==> src/sv/pfb_pkg.sv <==
// ----------------------------------------------------------------------------
// pfb_pkg
// Shared types and constants for the palette fade blend block.
// ----------------------------------------------------------------------------
package pfb_pkg;

    localparam int CHAN_W   = 5;
    localparam int COLOR_W  = 3 * CHAN_W;
    localparam int INDEX_W  = 8;
    localparam int WEIGHT_W = 5;
    localparam int CFG_IDX_W = 2;
    localparam int TDATA_W  = 24;

    localparam logic [WEIGHT_W-1:0] WEIGHT_MAX = 5'd16;

    localparam logic FUNC_BLEND = 1'b0;
    localparam logic FUNC_START = 1'b1;

    localparam logic [CFG_IDX_W-1:0] CFG_START_COEFF = 2'd0;
    localparam logic [CFG_IDX_W-1:0] CFG_END_COEFF   = 2'd1;
    localparam logic [CFG_IDX_W-1:0] CFG_BLEND_COLOR = 2'd2;

    localparam int QDEPTH = 2;
    localparam int QPTR_W = (QDEPTH > 1) ? $clog2(QDEPTH) : 1;
    localparam int QCNT_W = $clog2(QDEPTH + 1);

    // One blend job handed from the front to the back.
    typedef struct packed {
        logic [INDEX_W-1:0]  index;
        logic [COLOR_W-1:0]  color;
        logic [WEIGHT_W-1:0] weight;
        logic                last;
        logic                fin;
    } t_item;

endpackage

==> src/sv/pfb_front.sv <==
// ----------------------------------------------------------------------------
// pfb_front
// Accepts input transactions, runs the fade state and queues blend jobs.
// ----------------------------------------------------------------------------
module pfb_front
    import pfb_pkg::*;
(
    input  logic                i_clk,
    input  logic                i_rst_n,
    input  logic                i_valid,
    output logic                o_ready,
    input  logic                i_func,
    input  logic [INDEX_W-1:0]  i_index,
    input  logic [COLOR_W-1:0]  i_color,
    input  logic                i_last,
    input  logic [WEIGHT_W-1:0] i_start_coeff,
    input  logic [WEIGHT_W-1:0] i_end_coeff,
    input  logic                i_full,
    output logic                o_push,
    output t_item               o_item
);

    logic [WEIGHT_W-1:0] r_weight, n_weight;
    logic                r_running, n_running;
    logic                accept;
    logic [WEIGHT_W-1:0] start_sat;
    logic [WEIGHT_W-1:0] end_sat;
    logic                fin;

    function automatic logic [WEIGHT_W-1:0] sat_weight(input logic [WEIGHT_W-1:0] w);
        return (w > WEIGHT_MAX) ? WEIGHT_MAX : w;
    endfunction

    assign o_ready   = !i_full;
    assign accept    = i_valid && o_ready;
    assign start_sat = sat_weight(i_start_coeff);
    assign end_sat   = sat_weight(i_end_coeff);

    always_comb begin
        n_weight  = r_weight;
        n_running = r_running;
        fin       = 1'b0;
        if (accept) begin
            if (i_func == FUNC_START) begin
                if (!r_running) begin
                    n_weight  = start_sat;
                    n_running = 1'b1;
                end
            end else if (r_running && i_last) begin
                if (r_weight == end_sat) begin
                    n_running = 1'b0;
                    fin       = 1'b1;
                end else if (r_weight > end_sat) begin
                    n_weight = r_weight - 1'b1;
                end else begin
                    n_weight = r_weight + 1'b1;
                end
            end
        end
    end

    // Idle blends and start items produce no job.
    assign o_push        = accept && (i_func == FUNC_BLEND) && r_running;
    assign o_item.index  = i_index;
    assign o_item.color  = i_color;
    assign o_item.weight = r_weight;
    assign o_item.last   = i_last;
    assign o_item.fin    = fin;

    always_ff @(posedge i_clk) begin
        if (!i_rst_n) begin
            r_weight  <= '0;
            r_running <= 1'b0;
        end else begin
            r_weight  <= n_weight;
            r_running <= n_running;
        end
    end

    a_start_arms: assert property (@(posedge i_clk) disable iff (!i_rst_n)
        (accept && i_func == FUNC_START && !r_running)
            |=> (r_running && r_weight == $past(start_sat)))
        else $error("start did not arm the fade");

    a_end_has_fin: assert property (@(posedge i_clk) disable iff (!i_rst_n)
        $fell(r_running) |-> $past(o_push && o_item.fin))
        else $error("fade ended without a finishing job");

    a_weight_range: assert property (@(posedge i_clk) disable iff (!i_rst_n)
        r_weight <= WEIGHT_MAX)
        else $error("weight above sixteen");

endmodule

==> src/sv/pfb_queue.sv <==
// ----------------------------------------------------------------------------
// pfb_queue
// Short job queue between the front and the back.
// ----------------------------------------------------------------------------
module pfb_queue
    import pfb_pkg::*;
(
    input  logic  i_clk,
    input  logic  i_rst_n,
    input  logic  i_push,
    input  t_item i_item,
    output logic  o_full,
    output logic  o_valid,
    input  logic  i_pop,
    output t_item o_item
);

    t_item              r_mem [QDEPTH];
    logic [QPTR_W-1:0]  r_wr_ptr, n_wr_ptr;
    logic [QPTR_W-1:0]  r_rd_ptr, n_rd_ptr;
    logic [QCNT_W-1:0]  r_count, n_count;

    function automatic logic [QPTR_W-1:0] ptr_inc(input logic [QPTR_W-1:0] p);
        return (p == QPTR_W'(QDEPTH - 1)) ? '0 : QPTR_W'(p + 1'b1);
    endfunction

    assign o_full  = (r_count == QCNT_W'(QDEPTH));
    assign o_valid = (r_count != '0);
    assign o_item  = r_mem[r_rd_ptr];

    always_comb begin
        n_wr_ptr = i_push ? ptr_inc(r_wr_ptr) : r_wr_ptr;
        n_rd_ptr = i_pop  ? ptr_inc(r_rd_ptr) : r_rd_ptr;
        n_count  = r_count;
        if (i_push && !i_pop) begin
            n_count = r_count + 1'b1;
        end else if (!i_push && i_pop) begin
            n_count = r_count - 1'b1;
        end
    end

    always_ff @(posedge i_clk) begin
        if (i_push) begin
            r_mem[r_wr_ptr] <= i_item;
        end
    end

    always_ff @(posedge i_clk) begin
        if (!i_rst_n) begin
            r_wr_ptr <= '0;
            r_rd_ptr <= '0;
            r_count  <= '0;
        end else begin
            r_wr_ptr <= n_wr_ptr;
            r_rd_ptr <= n_rd_ptr;
            r_count  <= n_count;
        end
    end

    a_no_overflow: assert property (@(posedge i_clk) disable iff (!i_rst_n)
        i_push |-> (!o_full || i_pop))
        else $error("push into a full queue");

    a_no_underflow: assert property (@(posedge i_clk) disable iff (!i_rst_n)
        i_pop |-> o_valid)
        else $error("pop from an empty queue");

endmodule

==> src/sv/pfb_back.sv <==
// ----------------------------------------------------------------------------
// pfb_back
// Blends queued entries toward the blend color into the output register.
// ----------------------------------------------------------------------------
module pfb_back
    import pfb_pkg::*;
(
    input  logic               i_clk,
    input  logic               i_rst_n,
    input  logic               i_valid,
    input  t_item              i_item,
    output logic               o_pop,
    input  logic [COLOR_W-1:0] i_blend_color,
    output logic               o_valid,
    input  logic               i_ready,
    output logic [COLOR_W-1:0] o_color,
    output logic [INDEX_W-1:0] o_index,
    output logic               o_last,
    output logic               o_fin
);

    logic               r_valid;
    logic [COLOR_W-1:0] r_color;
    logic [INDEX_W-1:0] r_index;
    logic               r_last;
    logic               r_fin;
    logic [COLOR_W-1:0] mixed;

    // c1 + floor((c2 - c1) * w / 16), wrapped to five bits.
    function automatic logic [CHAN_W-1:0] mix_channel(
        input logic [CHAN_W-1:0]   c1,
        input logic [CHAN_W-1:0]   c2,
        input logic [WEIGHT_W-1:0] w
    );
        logic signed [CHAN_W:0]     d;
        logic signed [2*CHAN_W+1:0] p;
        d = $signed({1'b0, c2}) - $signed({1'b0, c1});
        p = d * $signed({1'b0, w});
        return CHAN_W'(c1 + p[CHAN_W+3:4]);
    endfunction

    always_comb begin
        for (int ch = 0; ch < 3; ch++) begin
            mixed[ch*CHAN_W +: CHAN_W] = mix_channel(i_item.color[ch*CHAN_W +: CHAN_W],
                                                     i_blend_color[ch*CHAN_W +: CHAN_W],
                                                     i_item.weight);
        end
    end

    assign o_pop = i_valid && (!r_valid || i_ready);

    always_ff @(posedge i_clk) begin
        if (!i_rst_n) begin
            r_valid <= 1'b0;
        end else if (o_pop) begin
            r_valid <= 1'b1;
        end else if (i_ready) begin
            r_valid <= 1'b0;
        end
    end

    always_ff @(posedge i_clk) begin
        if (o_pop) begin
            r_color <= mixed;
            r_index <= i_item.index;
            r_last  <= i_item.last;
            r_fin   <= i_item.fin;
        end
    end

    assign o_valid = r_valid;
    assign o_color = r_color;
    assign o_index = r_index;
    assign o_last  = r_last;
    assign o_fin   = r_fin;

    a_fin_on_last: assert property (@(posedge i_clk) disable iff (!i_rst_n)
        (r_valid && r_fin) |-> r_last)
        else $error("finish flag on an entry that is not last");

endmodule

==> src/sv/palette_fade_blend.sv <==
// ----------------------------------------------------------------------------
// palette_fade_blend
// Fades RGB555 palette entries toward a programmable blend color.
// ----------------------------------------------------------------------------
//
// Channel  Dir  Handshake                    Payload
// -------  ---  ---------------------------  ----------------------------------
// s_axis   in   s_axis_tvalid/s_axis_tready  tdata{color,index} tuser func tlast
// m_axis   out  m_axis_tvalid/m_axis_tready  tdata{index,color} tuser fin tlast
// cfg      in   i_cfg_valid/o_cfg_ready      i_cfg_index, i_cfg_data
//
// One transaction per cycle sustained in both directions while m_axis_tready is
// high; an accepted blend item passes a queue slot, then the output register.
// The fade state lives in the front, so start items and frame ends take effect
// for the very next transaction.
// Synchronous active-low reset clears the fade, the queue and the output
// register, and loads the register defaults (start 16, end 0, color black).
// Output stalls fill the two-entry queue; s_axis_tready drops only when full.
//
module palette_fade_blend
    import pfb_pkg::*;
(
    input  logic                 i_clk,
    input  logic                 i_rst_n,
    input  logic                 s_axis_tvalid,
    output logic                 s_axis_tready,
    // [7:0] entry_index, [22:8] entry_color, [23] zero
    input  logic [TDATA_W-1:0]   s_axis_tdata,
    // [0] func
    input  logic                 s_axis_tuser,
    input  logic                 s_axis_tlast,
    output logic                 m_axis_tvalid,
    input  logic                 m_axis_tready,
    // [14:0] faded_color, [22:15] out_index, [23] zero
    output logic [TDATA_W-1:0]   m_axis_tdata,
    // [0] fade_finished
    output logic                 m_axis_tuser,
    output logic                 m_axis_tlast,
    input  logic                 i_cfg_valid,
    output logic                 o_cfg_ready,
    input  logic [CFG_IDX_W-1:0] i_cfg_index,
    input  logic [COLOR_W-1:0]   i_cfg_data
);

    logic [WEIGHT_W-1:0] r_start_coeff;
    logic [WEIGHT_W-1:0] r_end_coeff;
    logic [COLOR_W-1:0]  r_blend_color;
    logic                cfg_wr;

    logic   q_push, q_full, q_valid, q_pop;
    t_item  q_in, q_out;

    logic [COLOR_W-1:0] out_color;
    logic [INDEX_W-1:0] out_index;

    // Config writes are always taken; unknown indexes are dropped.
    assign o_cfg_ready = 1'b1;
    assign cfg_wr      = i_cfg_valid && o_cfg_ready;

    always_ff @(posedge i_clk) begin
        if (!i_rst_n) begin
            r_start_coeff <= WEIGHT_MAX;
            r_end_coeff   <= '0;
            r_blend_color <= '0;
        end else if (cfg_wr) begin
            unique case (i_cfg_index)
                CFG_START_COEFF: r_start_coeff <= i_cfg_data[WEIGHT_W-1:0];
                CFG_END_COEFF:   r_end_coeff   <= i_cfg_data[WEIGHT_W-1:0];
                CFG_BLEND_COLOR: r_blend_color <= i_cfg_data;
                default: ;
            endcase
        end
    end

    pfb_front u_front (
        .i_clk         (i_clk),
        .i_rst_n       (i_rst_n),
        .i_valid       (s_axis_tvalid),
        .o_ready       (s_axis_tready),
        .i_func        (s_axis_tuser),
        .i_index       (s_axis_tdata[INDEX_W-1:0]),
        .i_color       (s_axis_tdata[INDEX_W +: COLOR_W]),
        .i_last        (s_axis_tlast),
        .i_start_coeff (r_start_coeff),
        .i_end_coeff   (r_end_coeff),
        .i_full        (q_full),
        .o_push        (q_push),
        .o_item        (q_in)
    );

    pfb_queue u_queue (
        .i_clk   (i_clk),
        .i_rst_n (i_rst_n),
        .i_push  (q_push),
        .i_item  (q_in),
        .o_full  (q_full),
        .o_valid (q_valid),
        .i_pop   (q_pop),
        .o_item  (q_out)
    );

    pfb_back u_back (
        .i_clk         (i_clk),
        .i_rst_n       (i_rst_n),
        .i_valid       (q_valid),
        .i_item        (q_out),
        .o_pop         (q_pop),
        .i_blend_color (r_blend_color),
        .o_valid       (m_axis_tvalid),
        .i_ready       (m_axis_tready),
        .o_color       (out_color),
        .o_index       (out_index),
        .o_last        (m_axis_tlast),
        .o_fin         (m_axis_tuser)
    );

    // Pack the result: color low, index above it, pad to whole bytes.
    assign m_axis_tdata = {{(TDATA_W - COLOR_W - INDEX_W){1'b0}}, out_index, out_color};

endmodule
==> config.mk <==
export PLATFORM = sky130hd
export DESIGN_NAME = palette_fade_blend
export DESIGN_NICKNAME = d
export VERILOG_FILES = /design/src/sv/pfb_pkg.sv /design/src/sv/pfb_front.sv /design/src/sv/pfb_queue.sv /design/src/sv/pfb_back.sv /design/src/sv/palette_fade_blend.sv
export SDC_FILE = /design/constraint.sdc
export NUM_CORES = 1
export LEC_CHECK = 0
export ABC_CLOCK_PERIOD_IN_PS = 8400
export BUFFER_PORTS_ARGS = -buffer_cell sky130_fd_sc_hd__buf_2
export CORE_ASPECT_RATIO = 1.25
export CORE_UTILIZATION = 25
export DETAILED_ROUTE_END_ITERATION = 10
export GPL_ROUTABILITY_DRIVEN = 0
export PLACE_DENSITY = 0.42
export SYNTH_ARGS = -nofsm -noshare
export SYNTH_HDL_FRONTEND = slang
export SYNTH_SLANG_ARGS = --single-unit
export TNS_END_PERCENT = 50
==> constraint.sdc <==
create_clock -name i_clk -period 8.4 [get_ports i_clk]
set_input_delay 1.68 -clock i_clk [delete_from_list [all_inputs] [get_ports i_clk]]
set_output_delay 1.68 -clock i_clk [all_outputs]
set_load 0.02 [all_outputs]
* Word level (Yosys, flattened, before mapping) *
Memory sizes are Yosys's and may differ from the RTL's. A register that Yosys moved wholly into a read port is not among the register bits.
Index checks and enable logic that the tools add are counted.

word-level totals
  bits in registers = 61
  memories kept = 1
  input port bits = 48
  word-level logic and storage cells = 86
  RAM bits = 60
  output and inout port bits = 29

operators by class
  mux-type cells = 24
  eq/ne operators = 6
  reduce and logical (&&, ||, !) cells = 23
  $add $sub $neg = 12
  bitwise logic cells = 1
  order comparisons = 3
  $mul = 3

memory list
  memory         depth  bits a word  read ports  clocked after memory_dff  write ports  line             RTL
  u_queue.r_mem  2      30           1           1                         1            pfb_queue.sv:18  t_item r_mem [QDEPTH];

operators by type and width
  kind                 number
  $mux 5               7
  $mul 6x6->9          3
  $sub 5x5->6          3
  $add 5x5->5          3
  $mux 1               15
  $gt 5x5->1 const B   2
  $reduce_bool 2->1    5
  $logic_and 1x1->1    7
  $reduce_and 2->1     3
  $add 5x1->5 const B  1
  $eq 5x5->1           1
  $gt 5x5->1           1
  $sub 5x1->5 const B  1
  $eq 2x2->1 const B   2
  $logic_not 1->1      4
  $mux 2               2
  $ne 2x2->1 const B   2
  $reduce_and 4->1     1
  $reduce_and 3->1     1
  $add 1x1->1 const B  2
  $add 2x1->2 const B  1
  $eq 2x1->1 const B   1
  $logic_not 2->1      1
  $sub 2x1->2 const B  1
  other kinds (2)      2

* Depth between registers and ports, before layout *
  depth in word-level cells = 9
  gate-level depth with buffers = 27
  gate-level depth less buffers = 24

* Modules after synthesis *
A second synthesis with hierarchy kept.

unflattened totals
  cells, all modules = 769
  area total of the unflattened synthesis = 8,552.0 µm²

modules (own cells, without submodules)
  module              times used  sequential area each (µm²)  cells each  area each (µm²)
  pfb_back            1           770.7                       444         4,325.4
  pfb_queue           1           1,901.8                     115         2,376.0
  palette_fade_blend  1           500.5                       105         989.7
  pfb_front           1           120.1                       105         860.8

* Worst setup path after synthesis *
OpenSTA, ideal clock, no wires.

  path type = reg-to-reg
  from = register (tool-made name)
  to = register u_back.r_color[4] (netlist: u_back.o_color[4]), data pin
  data required time = 8,132 ps
  slack = 2,061 ps
  clock period less this slack = 6,339 ps
  stages on the path, launching flop included = 25
  arrival = 6,072 ps
  buffers on the path = 3
  setup time = 268 ps
  path through = dfxtp_1 -> buf_6 -> buf_2 -> buf_1 -> mux2_2 -> ha_1 -> fa_1 -> o21ai_0 -> a21oi_1 -> xor2_1 -> or2_2 -> fa_1 -> inv_1 -> fa_1 -> inv_1 -> fa_1 -> inv_1 -> ha_1 -> xnor2_1 -> ha_1 -> a21o_1 -> a21oi_1 -> xnor2_1 -> xnor2_1 -> xnor3_1

RTL lines
  what                  line            RTL
  end signal, assigned  pfb_back.sv:64  r_color <= mixed;
  end, declared         pfb_back.sv:23  logic [COLOR_W-1:0] r_color;

==> results_dict.tcl <==
set metrics [dict create \
    wl_per_cell_um 13.9 \
    maxSlewHeadroom 0.263 \
    netlist-cell-type-count 46 \
    crit_fanout 20 \
    die_area_um2 32400 \
    slew_viol_final 0 \
    areaGrowthSynthToFinish_pct 18.5 \
    grt_usage 0.113 \
    synth_compound_area_frac 0.0646 \
    path_class "flip-flop to flip-flop" \
    dr.pass1.iters 4 \
    numPortBuffers 73 \
    ys_ff_latch 122 \
    synth_ff_type "edfxtp_1" \
    ctsResizeCount 0 \
    crit_arrival_ns 6.78 \
    cts_buffers 17 \
    dp_hpwl_um 12600 \
    reg2reg_depth 21 \
    synthMuxAreaShare 0.0558 \
    grt_max_degree 31 \
    clock_skew_ns 0.0140 \
    pin_count 77 \
    clockRootBuffer "clkbuf_16" \
    fin_nets 966 \
    grt_pass1_vias 5228 \
    synthAdderAreaFrac 0.233 \
    hold_depth 2 \
    start_kind "flip-flop" \
    drt-total-wl_um 16900 \
    tightestPinTransition_ns 1.10 \
    synth-edff-count 85 \
    antenna_cells 0 \
    synthArstFlopShare 0 \
    ys_warn_count 0 \
    hold_class "flip-flop to flip-flop" \
    htree_levels 4 \
    route.detailed.drc 0 \
    start_util 0.255 \
    syn_area_um2 7920 \
    fmax_mhz 151 \
    drv_cap 0 \
    max-clock-path-buffers 2 \
    cts_tree "built" \
    reg2reg_slack_ns 1.78 \
    antenna_found_initial 0 \
    rsz0062_at_grt "no" \
    yosysSeqAreaShare 0.416 \
    hold_viol_final 0 \
    drt_iter0_markers 154 \
    syn-num-nets 886 \
    period_share 0.789 \
    globalRoute.totalOverflow 0 \
    die_h_um 201 \
    cts_sinks 122 \
    syn_inst 720 \
    fillCellCount 3231 \
    cts_setup_buffers 0 \
    die_x_um 161 \
    setup_tns_ns 0 \
    synth_xor_area_frac 0.0671 \
    final_util 0.302 \
    grt_pass1_wl_um 27500 \
    drt-vias-per-instance 4.12 \
    period_minus_slack_ns 6.62 \
    cts_hold_buf 0 \
    required_ns 8.56 \
    outcome "finished, final reports clean" \
    clkLatencyLatePin_ns 0.43 \
    ant_nets 0 \
    synthSimpleGateAreaFrac 0.104 \
    clk_pin_slew_ns 0.06 \
    num_vias 5026 \
    postSynthAreaPerCell_um2 11.0 \
    core_area_um2 31100 \
    std_cell_rows 72 \
    drive_gt1_frac 0.175 \
    setup-violations-final 0 \
    hold-worst-slack_ns 0.454 \
    crit_path_end_kind "flip-flop" \
    synth_top_family_by_area "adder cells" \
]
==> cell families (layout without fill, tap and decap cells) <==
| logic type | after synthesis | in the layout |
|---|---|---|
| DFF | 122 | 122 |
| other | 2 | 2 |
| buffers and inverters | 119 | 212 |
| and+or+nand+nor | 180 | 180 |
| xor gates and xnor gates | 56 | 56 |
| muxes | 40 | 40 |
| AOI/OAI and AO/OA | 83 | 83 |
| adders and majority gates | 118 | 118 |
==> routing by layer <==
metal  wire length (um)  vias up  track usage
li1                   -     2548            -
met4                308        0       0.0458
met2               8520       69        0.196
met5                  0        -            0
met3                449       15       0.0229
met1               7640     2394        0.135
==> sequential cells by signal, summed over array words and instances (netlist names), named ones only <==
name,flops
u_queue.r_mem,60
u_back.o_color,15
u_back.o_last,1
u_back.o_index,8
u_front.r_weight,5
u_front.r_running,1
r_blend_color,15
r_end_coeff,5
u_back.o_fin,1
r_start_coeff,5
u_queue.r_wr_ptr,1
u_back.o_valid,1
u_queue.r_rd_ptr,1
u_queue.r_count,2
==> layout by cell type, fill, tap and decap left out, types with 11 or more instances in the layout <==
cell type | Yosys | final
a21o_1 | 23 | 23
a21oi_1 | 40 | 40
buf_2 | 2 | 73
clkbuf_16 | 0 | 17
dfxtp_1 | 37 | 36
edfxtp_1 | 85 | 85
fa_1 | 49 | 49
ha_1 | 69 | 69
inv_1 | 101 | 101
mux2_2 | 13 | 13
mux2i_1 | 25 | 24
nand2_1 | 41 | 41
nand2b_1 | 12 | 12
nor2_1 | 83 | 80
nor2b_1 | 11 | 11
or2_2 | 12 | 12
xnor2_1 | 37 | 37
xor2_1 | 16 | 16
==> synthesized netlist by cell type, types with 10 or more instances <==
library cell | count | area (um^2)
fa_1 | 49 | 981
or2_2 | 12 | 75.1
edfxtp_1 | 85 | 2550
ha_1 | 69 | 863
nand2_1 | 41 | 154
a21oi_1 | 40 | 200
dfxtp_1 | 37 | 741
inv_1 | 101 | 379
clkbuf_1 | 10 | 37.5
nand2b_1 | 12 | 75.1
nor2_1 | 83 | 312
xor2_1 | 16 | 140
a21o_1 | 23 | 173
nor2b_1 | 11 | 68.8
mux2_2 | 13 | 146
xnor2_1 | 37 | 324
mux2i_1 | 25 | 250
==> worst max-delay path, cell delays in order, from the launching register on <==
cell and delay [ns]:
dfxtp_2 0.81, mux2_2 0.47, ha_1 0.23, fa_1 0.40, o21ai_0 0.18, a21oi_1 0.10
xor2_1 0.21, or2_2 0.33, fa_1 0.54, inv_1 0.05, fa_1 0.47, inv_1 0.05
fa_1 0.53, inv_1 0.04, ha_1 0.34, xnor2_1 0.25, ha_1 0.31, a21o_1 0.19
a21oi_1 0.18, xnor2_1 0.15, xnor2_1 0.16, xnor3_1 0.36
==> final cells by class <==
class	instances	area, um^2	share of cell area
repair buffers	78	403	0.0429
inverters	102	383	0.0408
well taps	407	509	0.0543
clock buffers	19	443	0.0472
clock inverters	13	164	0.0175
multi-input cells	479	4190	0.446
flip-flops and latches	122	3290	0.351
==> metrics by stage <==
step           std cells  cell area, um^2  setup WS (ns)
3_3_place_gp        1188             8780           1.74
4_1_cts             1220             9390           1.68
2_1_floorplan        720             7920           2.06
3_5_place_dp        1188             8780           1.71
5_1_grt             1220             9390           1.29
6_report            1220             9390           1.78
==> final timing paths <==
check	start	end
setup / recovery	flip-flop	u_back.o_color[4]$_DFFE_PP_
hold / removal	r_blend_color[10]$_SDFFE_PN0P_	r_blend_color[10]$_SDFFE_PN0P_
setup reg to reg	flip-flop	u_back.o_color[4]$_DFFE_PP_
hold reg to reg	r_blend_color[10]$_SDFFE_PN0P_	r_blend_color[10]$_SDFFE_PN0P_
Power is not shown: default switching activity piles up to over one toggle a cycle in this logic, so the estimate is an artifact.
